## src/design/fsts_pkg.sv

```systemverilog
// Shared types and constants of the fixed-step tick scheduler.
package fsts_pkg;

  localparam int unsigned MAX_TICKS = 16;
  localparam int unsigned TICK_W    = 7;
  localparam int unsigned TIME_W    = 64;
  localparam int unsigned PERIOD_W  = 30;
  localparam int unsigned THRESH_W  = 32;
  localparam int unsigned GAP_W     = 32;
  localparam int unsigned EPOCH_W   = 32;
  localparam int unsigned CFG_IDX_W = 2;
  localparam int unsigned CFG_DAT_W = 32;

  localparam logic [PERIOD_W-1:0] PERIOD_RST = PERIOD_W'(33333333);
  localparam logic [THRESH_W-1:0] THRESH_RST = THRESH_W'(250000000);

  typedef enum logic [1:0] {
    MODE_ADVANCE = 2'd0,
    MODE_BEGIN   = 2'd1,
    MODE_COMMIT  = 2'd2,
    MODE_RESET   = 2'd3
  } mode_t;

  typedef enum logic [CFG_IDX_W-1:0] {
    CFG_SIM_PERIOD    = 2'd0,
    CFG_GAP_THRESHOLD = 2'd1
  } cfg_idx_t;

  typedef struct packed {
    logic [1:0]        mode;
    logic [TIME_W-1:0] raw_now;
    logic [TIME_W-1:0] scaled_now;
    logic              interpolate;
    logic              scale_is_unity;
    logic              scale_is_zero;
  } in_req_t;

  typedef struct packed {
    logic [GAP_W-1:0]   frame_gap_ns;
    logic [EPOCH_W-1:0] epoch;
    logic               interpolating;
    logic               separate_presentation;
    logic [TICK_W-1:0]  tick_count;
    logic               sim_frame;
  } out_res_t;

endpackage

```

## src/design/fsts_if.sv

```systemverilog
// Valid/ready channel interfaces for requests and results.
interface fsts_in_if;
  logic              valid;
  logic              ready;
  fsts_pkg::in_req_t data;

  modport source (output valid, output data, input ready);
  modport sink   (input valid, input data, output ready);
endinterface

interface fsts_out_if;
  logic               valid;
  logic               ready;
  fsts_pkg::out_res_t data;

  modport source (output valid, output data, input ready);
  modport sink   (input valid, input data, output ready);
endinterface

```

## src/design/fixed_step_tick_scheduler.sv

```systemverilog
// Top level of the fixed-step tick scheduler: sequencer around one shared 64-bit adder.
//
// Usage: each request on in_req carries a mode (frame advance, tick begin,
// tick commit, timer reset) and raw/scaled nanosecond timestamps. Exactly one
// result leaves on out_res per request, in order. Config writes (cfg_we,
// cfg_index, cfg_wdata) set the tick period and the raw gap threshold; issue
// them only while the block is idle. Unknown indexes are ignored.
// Sequence: begin, commit and reset requests take one step, then the done step.
// An advance takes the raw and scaled gap steps; with separate presentation the
// target step; if time also runs and the raw gap is normal, the difference step
// and the tick loop, one adder pass per due tick plus one closing compare.
// in_req.ready is high only while idle, so one request is in flight at a time.
// Output: results sit in an output register; a new request is accepted while
// a finished result still waits. If the receiver stalls with a result held,
// the next finished result waits in the done step until the register frees.
// Reset: rst_n is synchronous, active low; it restores the register defaults,
// the epoch counter to one and clears the timing state kept between requests.
module fixed_step_tick_scheduler (
  input  logic                                 clk,
  input  logic                                 rst_n,
  fsts_in_if.sink                              in_req,
  fsts_out_if.source                           out_res,
  input  logic                                 cfg_we,
  input  logic [fsts_pkg::CFG_IDX_W-1:0]       cfg_index,
  input  logic [fsts_pkg::CFG_DAT_W-1:0]       cfg_wdata
);

  typedef enum logic [3:0] {
    S_IDLE, S_RGAP, S_SGAP, S_TARGET, S_DIFF, S_LOOP,
    S_BEGIN, S_COMMIT, S_RESET, S_DONE
  } state_t;

  localparam int unsigned TW = fsts_pkg::TIME_W;

  state_t                            state_r, state_nxt;
  fsts_pkg::in_req_t                 item_r, item_nxt;
  logic [fsts_pkg::PERIOD_W-1:0]     period_r, period_nxt;
  logic [fsts_pkg::THRESH_W-1:0]     thresh_r, thresh_nxt;
  logic                              started_r, started_nxt;
  logic [TW-1:0]                     last_raw_r, last_raw_nxt;
  logic [TW-1:0]                     last_scaled_r, last_scaled_nxt;
  logic [TW-1:0]                     snapshot_r, snapshot_nxt;
  logic [TW-1:0]                     pending_r, pending_nxt;
  logic                              tick_active_r, tick_active_nxt;
  logic [fsts_pkg::EPOCH_W-1:0]      epoch_r, epoch_nxt;
  logic                              mode_seen_r, mode_seen_nxt;
  logic                              sep_r, sep_nxt;
  logic                              interp_r, interp_nxt;
  logic                              stop_r, stop_nxt;
  logic [TW-1:0]                     raw_gap_r, raw_gap_nxt;
  logic [fsts_pkg::GAP_W-1:0]        gap_r, gap_nxt;
  logic                              abnormal_r, abnormal_nxt;
  logic [TW-1:0]                     target_r, target_nxt;
  logic [TW-1:0]                     diff_r, diff_nxt;
  logic [fsts_pkg::TICK_W-1:0]       ticks_r, ticks_nxt;
  logic                              out_valid_r, out_valid_nxt;
  fsts_pkg::out_res_t                out_data_r, out_data_nxt;

  // Shared adder/subtractor
  logic [TW-1:0] alu_a, alu_b, alu_y;
  logic          alu_sub;

  logic [TW-1:0] period_ext;
  logic          accept;
  logic          abnormal_now;
  logic          sep_now, changed_now;
  logic          due;

  assign period_ext = TW'(period_r);
  assign accept     = in_req.valid && in_req.ready;

  assign in_req.ready  = (state_r == S_IDLE);
  assign out_res.valid = out_valid_r;
  assign out_res.data  = out_data_r;

  always_comb begin
    alu_a   = '0;
    alu_b   = '0;
    alu_sub = 1'b0;
    unique case (state_r)
      S_RGAP: begin
        alu_a = item_r.raw_now; alu_b = last_raw_r; alu_sub = 1'b1;
      end
      S_SGAP: begin
        alu_a = item_r.scaled_now; alu_b = last_scaled_r; alu_sub = 1'b1;
      end
      S_TARGET, S_RESET: begin
        alu_a = item_r.scaled_now; alu_b = period_ext; alu_sub = 1'b1;
      end
      S_DIFF: begin
        alu_a = snapshot_r; alu_b = target_r; alu_sub = 1'b1;
      end
      S_LOOP: begin
        alu_a = diff_r; alu_b = period_ext;
      end
      S_BEGIN, S_COMMIT: begin
        alu_a = snapshot_r; alu_b = period_ext;
      end
      S_IDLE, S_DONE: begin
        alu_a = '0;
      end
      default: begin
        alu_a = '0;
      end
    endcase
    alu_y = alu_a + (alu_sub ? ~alu_b : alu_b) + TW'(alu_sub);
  end

  // Raw gap is abnormal only when non-negative and above the threshold
  assign abnormal_now = !raw_gap_r[TW-1] &&
                        ((raw_gap_r[TW-1:32] != '0) || (raw_gap_r[31:0] > thresh_r));
  assign sep_now      = item_r.interpolate || !item_r.scale_is_unity;
  assign changed_now  = mode_seen_r &&
                        ({sep_now, item_r.interpolate, item_r.scale_is_zero} !=
                         {sep_r, interp_r, stop_r});
  // diff_r holds proj - target; alu_y is the same after one more period
  assign due = item_r.interpolate ? diff_r[TW-1] : ((alu_y == '0) || alu_y[TW-1]);

  always_comb begin
    state_nxt       = state_r;
    item_nxt        = item_r;
    period_nxt      = period_r;
    thresh_nxt      = thresh_r;
    started_nxt     = started_r;
    last_raw_nxt    = last_raw_r;
    last_scaled_nxt = last_scaled_r;
    snapshot_nxt    = snapshot_r;
    pending_nxt     = pending_r;
    tick_active_nxt = tick_active_r;
    epoch_nxt       = epoch_r;
    mode_seen_nxt   = mode_seen_r;
    sep_nxt         = sep_r;
    interp_nxt      = interp_r;
    stop_nxt        = stop_r;
    raw_gap_nxt     = raw_gap_r;
    gap_nxt         = gap_r;
    abnormal_nxt    = abnormal_r;
    target_nxt      = target_r;
    diff_nxt        = diff_r;
    ticks_nxt       = ticks_r;
    out_valid_nxt   = out_valid_r;
    out_data_nxt    = out_data_r;

    // Drop the held result once taken
    if (out_valid_r && out_res.ready) begin
      out_valid_nxt = 1'b0;
    end

    if (cfg_we) begin
      unique case (cfg_index)
        fsts_pkg::CFG_SIM_PERIOD:    period_nxt = cfg_wdata[fsts_pkg::PERIOD_W-1:0];
        fsts_pkg::CFG_GAP_THRESHOLD: thresh_nxt = cfg_wdata[fsts_pkg::THRESH_W-1:0];
        default: ;
      endcase
    end

    unique case (state_r)
      S_IDLE: begin
        if (accept) begin
          item_nxt  = in_req.data;
          gap_nxt   = '0;
          ticks_nxt = '0;
          // First advance or reset seeds the samples
          if (!started_r && (in_req.data.mode == fsts_pkg::MODE_ADVANCE ||
                             in_req.data.mode == fsts_pkg::MODE_RESET)) begin
            last_raw_nxt    = in_req.data.raw_now;
            last_scaled_nxt = in_req.data.scaled_now;
            snapshot_nxt    = in_req.data.scaled_now;
            pending_nxt     = in_req.data.scaled_now;
            started_nxt     = 1'b1;
          end
          unique case (fsts_pkg::mode_t'(in_req.data.mode))
            fsts_pkg::MODE_ADVANCE: state_nxt = S_RGAP;
            fsts_pkg::MODE_BEGIN:   state_nxt = S_BEGIN;
            fsts_pkg::MODE_COMMIT:  state_nxt = S_COMMIT;
            fsts_pkg::MODE_RESET:   state_nxt = S_RESET;
            default:                state_nxt = S_RESET;
          endcase
        end
      end
      S_RGAP: begin
        raw_gap_nxt = alu_y;
        state_nxt   = S_SGAP;
      end
      S_SGAP: begin
        // Clamp the scaled gap to the unsigned 32-bit range
        if (alu_y[TW-1]) begin
          gap_nxt = '0;
        end else if (alu_y[TW-2:32] != '0) begin
          gap_nxt = '1;
        end else begin
          gap_nxt = alu_y[31:0];
        end
        last_raw_nxt    = item_r.raw_now;
        last_scaled_nxt = item_r.scaled_now;
        abnormal_nxt    = abnormal_now;
        if (changed_now || abnormal_now) begin
          epoch_nxt = epoch_r + 1'b1;
        end
        mode_seen_nxt = 1'b1;
        sep_nxt       = sep_now;
        interp_nxt    = item_r.interpolate;
        stop_nxt      = item_r.scale_is_zero;
        if (!sep_now) begin
          snapshot_nxt = item_r.scaled_now;
          ticks_nxt    = fsts_pkg::TICK_W'(1);
          state_nxt    = S_DONE;
        end else begin
          state_nxt = S_TARGET;
        end
      end
      S_TARGET: begin
        target_nxt = item_r.interpolate ? alu_y : item_r.scaled_now;
        if (item_r.scale_is_zero || abnormal_r) begin
          snapshot_nxt = item_r.interpolate ? alu_y : item_r.scaled_now;
          state_nxt    = S_DONE;
        end else begin
          state_nxt = S_DIFF;
        end
      end
      S_DIFF: begin
        diff_nxt  = alu_y;
        state_nxt = S_LOOP;
      end
      S_LOOP: begin
        if (ticks_r == fsts_pkg::TICK_W'(fsts_pkg::MAX_TICKS) || !due) begin
          state_nxt = S_DONE;
        end else begin
          diff_nxt  = alu_y;
          ticks_nxt = ticks_r + 1'b1;
        end
      end
      S_BEGIN: begin
        pending_nxt     = sep_r ? alu_y : last_scaled_r;
        tick_active_nxt = 1'b1;
        state_nxt       = S_DONE;
      end
      S_COMMIT: begin
        if (tick_active_r) begin
          snapshot_nxt    = pending_r;
          tick_active_nxt = 1'b0;
        end else begin
          snapshot_nxt = alu_y;
        end
        state_nxt = S_DONE;
      end
      S_RESET: begin
        last_raw_nxt    = item_r.raw_now;
        last_scaled_nxt = item_r.scaled_now;
        snapshot_nxt    = alu_y;
        pending_nxt     = alu_y;
        tick_active_nxt = 1'b0;
        epoch_nxt       = epoch_r + 1'b1;
        state_nxt       = S_DONE;
      end
      S_DONE: begin
        // Hold until the output register is free
        if (!out_valid_r || out_res.ready) begin
          out_valid_nxt                       = 1'b1;
          out_data_nxt.frame_gap_ns           = gap_r;
          out_data_nxt.epoch                  = epoch_r;
          out_data_nxt.interpolating          = interp_r;
          out_data_nxt.separate_presentation  = sep_r;
          out_data_nxt.tick_count             = ticks_r;
          out_data_nxt.sim_frame              = !sep_r || tick_active_r;
          state_nxt                           = S_IDLE;
        end
      end
      default: state_nxt = S_IDLE;
    endcase
  end

  always_ff @(posedge clk) begin
    if (!rst_n) begin
      state_r       <= S_IDLE;
      period_r      <= fsts_pkg::PERIOD_RST;
      thresh_r      <= fsts_pkg::THRESH_RST;
      started_r     <= 1'b0;
      last_raw_r    <= '0;
      last_scaled_r <= '0;
      snapshot_r    <= '0;
      pending_r     <= '0;
      tick_active_r <= 1'b0;
      epoch_r       <= fsts_pkg::EPOCH_W'(1);
      mode_seen_r   <= 1'b0;
      sep_r         <= 1'b0;
      interp_r      <= 1'b0;
      stop_r        <= 1'b0;
      ticks_r       <= '0;
      out_valid_r   <= 1'b0;
    end else begin
      state_r       <= state_nxt;
      period_r      <= period_nxt;
      thresh_r      <= thresh_nxt;
      started_r     <= started_nxt;
      last_raw_r    <= last_raw_nxt;
      last_scaled_r <= last_scaled_nxt;
      snapshot_r    <= snapshot_nxt;
      pending_r     <= pending_nxt;
      tick_active_r <= tick_active_nxt;
      epoch_r       <= epoch_nxt;
      mode_seen_r   <= mode_seen_nxt;
      sep_r         <= sep_nxt;
      interp_r      <= interp_nxt;
      stop_r        <= stop_nxt;
      ticks_r       <= ticks_nxt;
      out_valid_r   <= out_valid_nxt;
    end
    item_r     <= item_nxt;
    raw_gap_r  <= raw_gap_nxt;
    gap_r      <= gap_nxt;
    abnormal_r <= abnormal_nxt;
    target_r   <= target_nxt;
    diff_r     <= diff_nxt;
    out_data_r <= out_data_nxt;
  end

  // The tick loop never runs past its bound
  a_ticks_bound: assert property (@(posedge clk) disable iff (!rst_n)
    ticks_r <= fsts_pkg::TICK_W'(fsts_pkg::MAX_TICKS))
    else $error("tick counter beyond MAX_TICKS");

  // One request in flight: accepting closes the input for the next cycle
  a_one_in_flight: assert property (@(posedge clk) disable iff (!rst_n)
    accept |=> !in_req.ready)
    else $error("request accepted while another is in flight");

  // The epoch only holds or steps up by one
  a_epoch_step: assert property (@(posedge clk) disable iff (!rst_n)
    state_r != S_IDLE |=> (epoch_r == $past(epoch_r) ||
                           epoch_r == $past(epoch_r) + 1'b1))
    else $error("epoch jumped");

  // A held result is never overwritten before it is taken
  a_no_overwrite: assert property (@(posedge clk) disable iff (!rst_n)
    (state_r == S_DONE && out_valid_r && !out_res.ready) |=> state_r == S_DONE)
    else $error("result register overwritten while stalled");

endmodule

```

## src/flat_wrapper.sv

```systemverilog
// flat-port wrapper written by rule: the top's interface ports become plain ports
module fixed_step_tick_scheduler_flat 
  (clk, rst_n, cfg_we, cfg_index, cfg_wdata, in_req_valid, in_req_data, in_req_ready, out_res_valid, out_res_data, out_res_ready);
  fsts_in_if in_req_i ();
  fsts_out_if out_res_i ();
  input  logic clk;
  input  logic rst_n;
  input  logic cfg_we;
  input  logic [fsts_pkg::CFG_IDX_W-1:0] cfg_index;
  input  logic [fsts_pkg::CFG_DAT_W-1:0] cfg_wdata;
  input wire logic [$bits(in_req_i.valid)-1:0] in_req_valid;
  input wire logic [$bits(in_req_i.data)-1:0] in_req_data;
  output wire logic [$bits(in_req_i.ready)-1:0] in_req_ready;
  output wire logic [$bits(out_res_i.valid)-1:0] out_res_valid;
  output wire logic [$bits(out_res_i.data)-1:0] out_res_data;
  input wire logic [$bits(out_res_i.ready)-1:0] out_res_ready;
  assign in_req_i.valid = in_req_valid;
  assign in_req_i.data = in_req_data;
  assign in_req_ready = in_req_i.ready;
  assign out_res_valid = out_res_i.valid;
  assign out_res_data = out_res_i.data;
  assign out_res_i.ready = out_res_ready;
  fixed_step_tick_scheduler u_core (.clk(clk), .rst_n(rst_n), .in_req(in_req_i), .out_res(out_res_i), .cfg_we(cfg_we), .cfg_index(cfg_index), .cfg_wdata(cfg_wdata));
endmodule
```

## config.mk

```make
export PLATFORM = sky130hd
export DESIGN_NAME = fixed_step_tick_scheduler_flat
export DESIGN_NICKNAME = d
export VERILOG_FILES = /design/src/design/fsts_pkg.sv /design/src/design/fsts_if.sv /design/src/design/fixed_step_tick_scheduler.sv /design/src/flat_wrapper.sv
export SDC_FILE = /design/constraint.sdc
export NUM_CORES = 2
export LEC_CHECK = 0
export ABC_AREA = 1
export BUFFER_PORTS_ARGS = -buffer_cell sky130_fd_sc_hd__buf_2
export CORE_MARGIN = 3
export CORE_UTILIZATION = 35
export CTS_CLUSTER_DIAMETER = 60
export DETAILED_ROUTE_END_ITERATION = 10
export PLACE_DENSITY = 0.59
export SYNTH_ARGS = -nofsm -noshare
export SYNTH_HDL_FRONTEND = slang
export SYNTH_SLANG_ARGS = --single-unit
export TNS_END_PERCENT = 10
```

## constraint.sdc

```tcl
create_clock -name clk -period 16 [get_ports clk]
set_clock_uncertainty 0.15 [all_clocks]
set_input_delay 3.2 -clock clk [delete_from_list [all_inputs] [get_ports clk]]
set_output_delay 3.2 -clock clk [all_outputs]
set_load 0.02 [all_outputs]
```

; After elaboration in Yosys (flattened, before gate mapping)
; Index checks and enable logic that the tools add are counted.
[totals]
input_bits = 172
register_bits = 798
word_cells = 156
out_inout_bits = 76
[classes]
n_reduce_logical = 54
n_bitwise = 1
n_eq_ne = 23
muxes = 41
add_sub_neg = 4
order_cmp = 1
[op_table]
columns = cell, n
row1 = 64-bit two-way mux, 11
row2 = 64-bit one-hot mux with 4 select lines, 2
row3 = 64-bit one-hot mux with 2 select lines, 3
row4 = 64-bit one-hot mux with 5 select lines, 1
row5 = 64-bit one-hot mux with 3 select lines, 1
row6 = 32-bit two-way mux, 4
row7 = 32-bit one-hot mux with 2 select lines, 2
row8 = 64-bit by 1-bit adder with 64-bit output, 1
row9 = 64-bit adder, 1
row10 = 64-bit zero test, 1
row11 = 64-bit NOT, 1
row12 = "32-bit by 1-bit adder with 32-bit output, second input constant", 1
row13 = 32-bit greater-than comparator, 1
row14 = 4-bit one-hot mux with 8 select lines, 1
row15 = 32-bit nonzero test, 1
row16 = 31-bit nonzero test, 1
row17 = 7-bit two-way mux, 3
row18 = 7-bit one-hot mux with 3 select lines, 1
row19 = 4-bit two-way mux, 5
row20 = "4-bit by 3-bit equality test with 1-bit output, second input constant", 4
row21 = 4-bit one-hot mux with 4 select lines, 1
row22 = 2-bit AND reduction, 7
row23 = 3-bit AND reduction, 4
row24 = 2-bit nonzero test, 5
row25 = other kinds (24), 61

; Logic depth before layout (Yosys ltp)
[depth]
ltp_word = 14
ltp_mapped = 38
ltp_nobuf = 36

; Least setup slack after synthesis
; Ideal clock, no wire load.
[synth_path]
kind = input to register
start = input in_req_valid
end = register u_core.last_scaled_r[61]
setup_ns = 0.074
arrival_ns = 11.267
required_time_ns = 15.776
cell_stages = 10
path_slack_ns = 4.509
path_buffers = 2
cell_sequence = inv_1 > nor2_1 > nand3_1 > inv_1 > nor2_1 > inv_1 > clkbuf_1 > clkbuf_1 > o21ai_0 > a31oi_1
[synth_via]
elab_chain_len = 3
[synth_rtl]
columns = item, line
row1 = "start, declared", flat_wrapper.sv:11  ; input wire logic [$bits(in_req_i.valid)-1:0] in_req_valid;
row2 = 1-bit logical AND, fixed_step_tick_scheduler.sv:70  ; assign accept = in_req.valid && in_req.ready;
row3 = 2-bit inequality test (no source line), --
row4 = 3-bit AND reduction (no source line), --
row5 = "end signal, assigned", fixed_step_tick_scheduler.sv:297  ; last_scaled_r <= last_scaled_nxt;
row6 = "end, declared", fixed_step_tick_scheduler.sv:41  ; logic [TW-1:0] last_scaled_r, last_scaled_nxt;
; Every way passes these cells.
; A chain may end at the register's enable or synchronous reset.

; Worst setup path after layout
[layout_path]
start = register u_core.state_r[0]
end = register u_core.diff_r[30], enable pin
[layout_via]
elab_chain_len = 14
word_cells_on_any_way = 27
classes_between = 2 x add/sub / 9 x eq/ne / 5 x mux / 1 x bitwise / 10 x reduce/logical
[layout_rtl]
columns = item, line
row1 = "start, declared", fixed_step_tick_scheduler.sv:35  ; state_t state_r, state_nxt;
row2 = "start signal, assigned", fixed_step_tick_scheduler.sv:292  ; state_r <= state_nxt;
row3 = "4-bit by 3-bit equality test with 1-bit output, or another cell as far along", fixed_step_tick_scheduler.sv:80  ; unique case (state_r)
row4 = 5-bit OR reduction (no source line), --
row5 = 64-bit one-hot mux with 4 select lines, fixed_step_tick_scheduler.sv:80
row6 = 64-bit NOT, fixed_step_tick_scheduler.sv:106  ; alu_y = alu_a + (alu_sub ? ~alu_b : alu_b) + TW'(alu_sub);
row7 = 64-bit two-way mux, fixed_step_tick_scheduler.sv:106
row8 = 64-bit adder, fixed_step_tick_scheduler.sv:106
row9 = 64-bit by 1-bit adder with 64-bit output (*), fixed_step_tick_scheduler.sv:106
row10 = net u_core.alu_y[42], fixed_step_tick_scheduler.sv:60  ; logic [TW-1:0] alu_a, alu_b, alu_y;
row11 = 64-bit zero test (*), fixed_step_tick_scheduler.sv:117  ; assign due = item_r.interpolate ? diff_r[TW-1] : ((alu_y == '0) || alu_y[TW-1]);
row12 = 1-bit logical OR (*), fixed_step_tick_scheduler.sv:117
row13 = 1-bit two-way mux (*), fixed_step_tick_scheduler.sv:117
row14 = 1-bit zero test (*), fixed_step_tick_scheduler.sv:226  ; if (ticks_r == fsts_pkg::TICK_W'(fsts_pkg::MAX_TICKS) || !due) begin
row15 = 1-bit logical OR (*), fixed_step_tick_scheduler.sv:226
row16 = 2-bit inequality test (no source line) (*), --
row17 = 2-bit AND reduction (no source line) (*), --
row18 = "end signal, assigned", fixed_step_tick_scheduler.sv:314  ; diff_r <= diff_nxt;
row19 = "end, declared", fixed_step_tick_scheduler.sv:54  ; logic [TW-1:0] diff_r, diff_nxt;
; The timed path passes the listed nets; every way through them passes the cells marked *.

==> flow_summary.json <==
{
  "ys.warnings.count": 0,
  "routedWlPerCell_um": 23.1,
  "core_um2": 118000,
  "first_pass_iters": 8,
  "grt_remaining_overflow": 0,
  "hold_path.class": "flip-flop to flip-flop",
  "synth_common_cells": "1382 x nand2_1, 624 x o21ai_0, 430 x edfxtp_1",
  "cts_buffers": 95,
  "drv_slew": 0,
  "clock_latency_ns": 0.70,
  "avgViaCountPerCell": 5.61,
  "drive_above_1_share_pct": 10.2,
  "hold_violations": 0,
  "slew_headroom_pct": 22.5,
  "seq_area_frac_synth_pct": 48.6,
  "path_max_fanout": 70,
  "synth_edf_count": 430,
  "ctsLongestPathBuffers": 3,
  "synthToLayoutAreaGrowth_pct": 14.3,
  "synth_area_leaders": "edfxtp_1 31%, dfxtp_1 18%, nand2_1 12%",
  "cts_tree": "done",
  "initial_core_util_pct": 35.3,
  "drt_iter0_drc": 4581,
  "worst_pin_slew_ns": 1.16,
  "finalWirelength_mm": 161,
  "fp.dieArea_um2": 123000,
  "netlist_area_um2": 41700,
  "grt_usage_pct": 25.2,
  "fin_setup_tns_ns": 0,
  "synthFlopType": "edfxtp_1",
  "synth_top_area_share_pct": 30.9,
  "rows": 126,
  "synth_nets": 5481,
  "fmax_ghz": 0.123,
  "grt_pass1_wl_mm": 236,
  "avgSynthCellArea_um2": 8.01,
  "routed-via-count": 38972,
  "antenna_found_initial": 17,
  "cts-hold-fix-buffers": 0,
  "die_y_um": 351,
  "critPathCaptureType": "flip-flop",
  "cap_violations": 0,
  "clk_pin_slew_ns": 0.06,
  "cts_setup_buffers": 0,
  "dp_hpwl_mm": 109,
  "cts_root_buf": "clkbuf_16",
  "first_global_vias": 36850,
  "status": "finished, final reports clean",
  "syn_inst": 5208,
  "cts.sinks": 798,
  "crit_type": "flip-flop to flip-flop",
  "required_ns": 16.13,
  "synth_seq_cells": 798,
  "port-buffer-count": 247,
  "rsz0062_at_grt": "false",
  "setup_violations": 0,
  "ios": 248,
  "period_needed_ns": 8.11,
  "ant_nets": 0,
  "yosysTopAreaCell": "edfxtp_1",
  "place.gp.congestion": 0.972,
  "post-route-drc-count": 0,
  "ctsResizeCount": 0,
  "synth.distinct_cells": 49,
  "synth.most_common_cell": "nand2_1",
  "period_share_pct": 50.7,
  "synthArstFlopShare_pct": 0,
  "cp-start-kind": "flip-flop",
  "htreeDepth": 3,
  "chipWidth_um": 351,
  "arrival_ns": 8.24,
  "nets": 5591,
  "grt_max_degree": 95
}
-- kinds of logic (layout without fill, tap and decap cells) --
family | after synthesis | after routing | share of synthesized area (%)
flip-flops | 798 | 798 | 48.6
AO/OA/AOI/OAI | 1428 | 1428 | 19.8
buffers and inverters | 731 | 922 | 6.58
AND/OR/NAND/NOR | 2076 | 2076 | 20.4
XOR/XNOR | 74 | 74 | 1.59
adder cells (fa/ha/maj) | 101 | 101 | 3.05
other | 0 | 8 | 0
-- sequential cells by signal, summed over array words and instances (netlist names), 4 cells and up --
signal	count
u_core.diff_r	64
u_core.epoch_r	32
u_core.gap_r	32
u_core.item_r	131
u_core.last_raw_r	64
u_core.last_scaled_r	64
u_core.out_res.data	74
u_core.pending_r	64
u_core.period_r	30
u_core.raw_gap_r	64
u_core.snapshot_r	64
u_core.state_r	4
u_core.target_r	64
u_core.thresh_r	32
u_core.ticks_r	7
-- through the flow --
stage,utilization [%],hold WS [ns],instances,worst slack (ns),instance area [um2]
floorplan,-,0.250,5208,4.51,41700
global placement,37.5,0.252,6757,7.98,44400
global route,40.3,0.273,6939,7.38,47700
detailed placement,37.5,0.255,6757,8.01,44400
finish,40.4,0.267,6943,7.89,47700
CTS,40.3,0.266,6935,7.95,47700
-- layer usage --
metal,up-vias,routed length [um],track usage [%]
met5,-,83,0
met3,336,15500,5.52
li1,18244,-,-
met1,18374,67500,33.7
met2,2006,72200,39.9
met4,12,5180,9.21
-- cell usage in the layout (no fill, tap or decap), types with 100 or more instances in the layout --
cell type	synthesis	layout
nand3_1	181	180
a31oi_1	228	228
edfxtp_1	430	430
dfxtp_1	368	367
a21oi_1	290	290
clkbuf_16	0	101
ha_1	100	100
buf_2	2	246
inv_1	427	414
o21ai_0	624	623
nor2_1	351	344
nand2_1	1382	1380
-- cell type report --
cell class / instances / area [um2]
multi-input cells: 3679 / 18800
repair buffers: 310 / 1720
clock buffers: 119 / 2670
flip-flops and latches: 798 / 20300
clock inverters: 59 / 669
well taps: 1536 / 1920
diodes: 8 / 20.0
fillers: 12115 / 70500
inverters: 434 / 1650
-- worst max-delay path: stages, from the launching register on --
cell      delay (ns)
dfxtp_1         0.43
inv_2           0.09
nor2_4          0.19
nand2_1         0.18
inv_6           0.53
buf_4           0.82
nand2_1         0.10
o21ai_0         0.16
a211oi_1        0.12
ha_1            0.49
nand2_1         0.15
nor2_1          0.27
nand2_1         0.18
nor3_1          0.43
nand3_1         0.28
nand4_1         0.19
nand2_1         0.18
nor2_1          0.15
nand2_1         0.09
nor2_1          0.13
nand3_1         0.12
nor2_4          0.68
nand4_1         0.19
nand2_1         0.18
nand2_2         0.13
nand2_2         0.09
buf_4           0.85
-- path summary, 6_finish.rpt --
| check | slack [ns] | cells past startpoint | start | end |
|---|---|---|---|---|
| worst max-delay path | 7.89 | 26 | u_core.state_r[0] | u_core.diff_r[30] |
| worst min-delay path | 0.27 | 0 | u_core.gap_r[31] | u_core.out_res.data[73] |
| worst max register to register | 7.89 | 26 | u_core.state_r[0] | u_core.diff_r[30] |
| worst min register to register | 0.27 | 0 | u_core.gap_r[31] | u_core.out_res.data[73] |
Power is left out: the tool's default activity adds up to more than one toggle a clock period on the data nets, which glitch-free logic cannot reach.
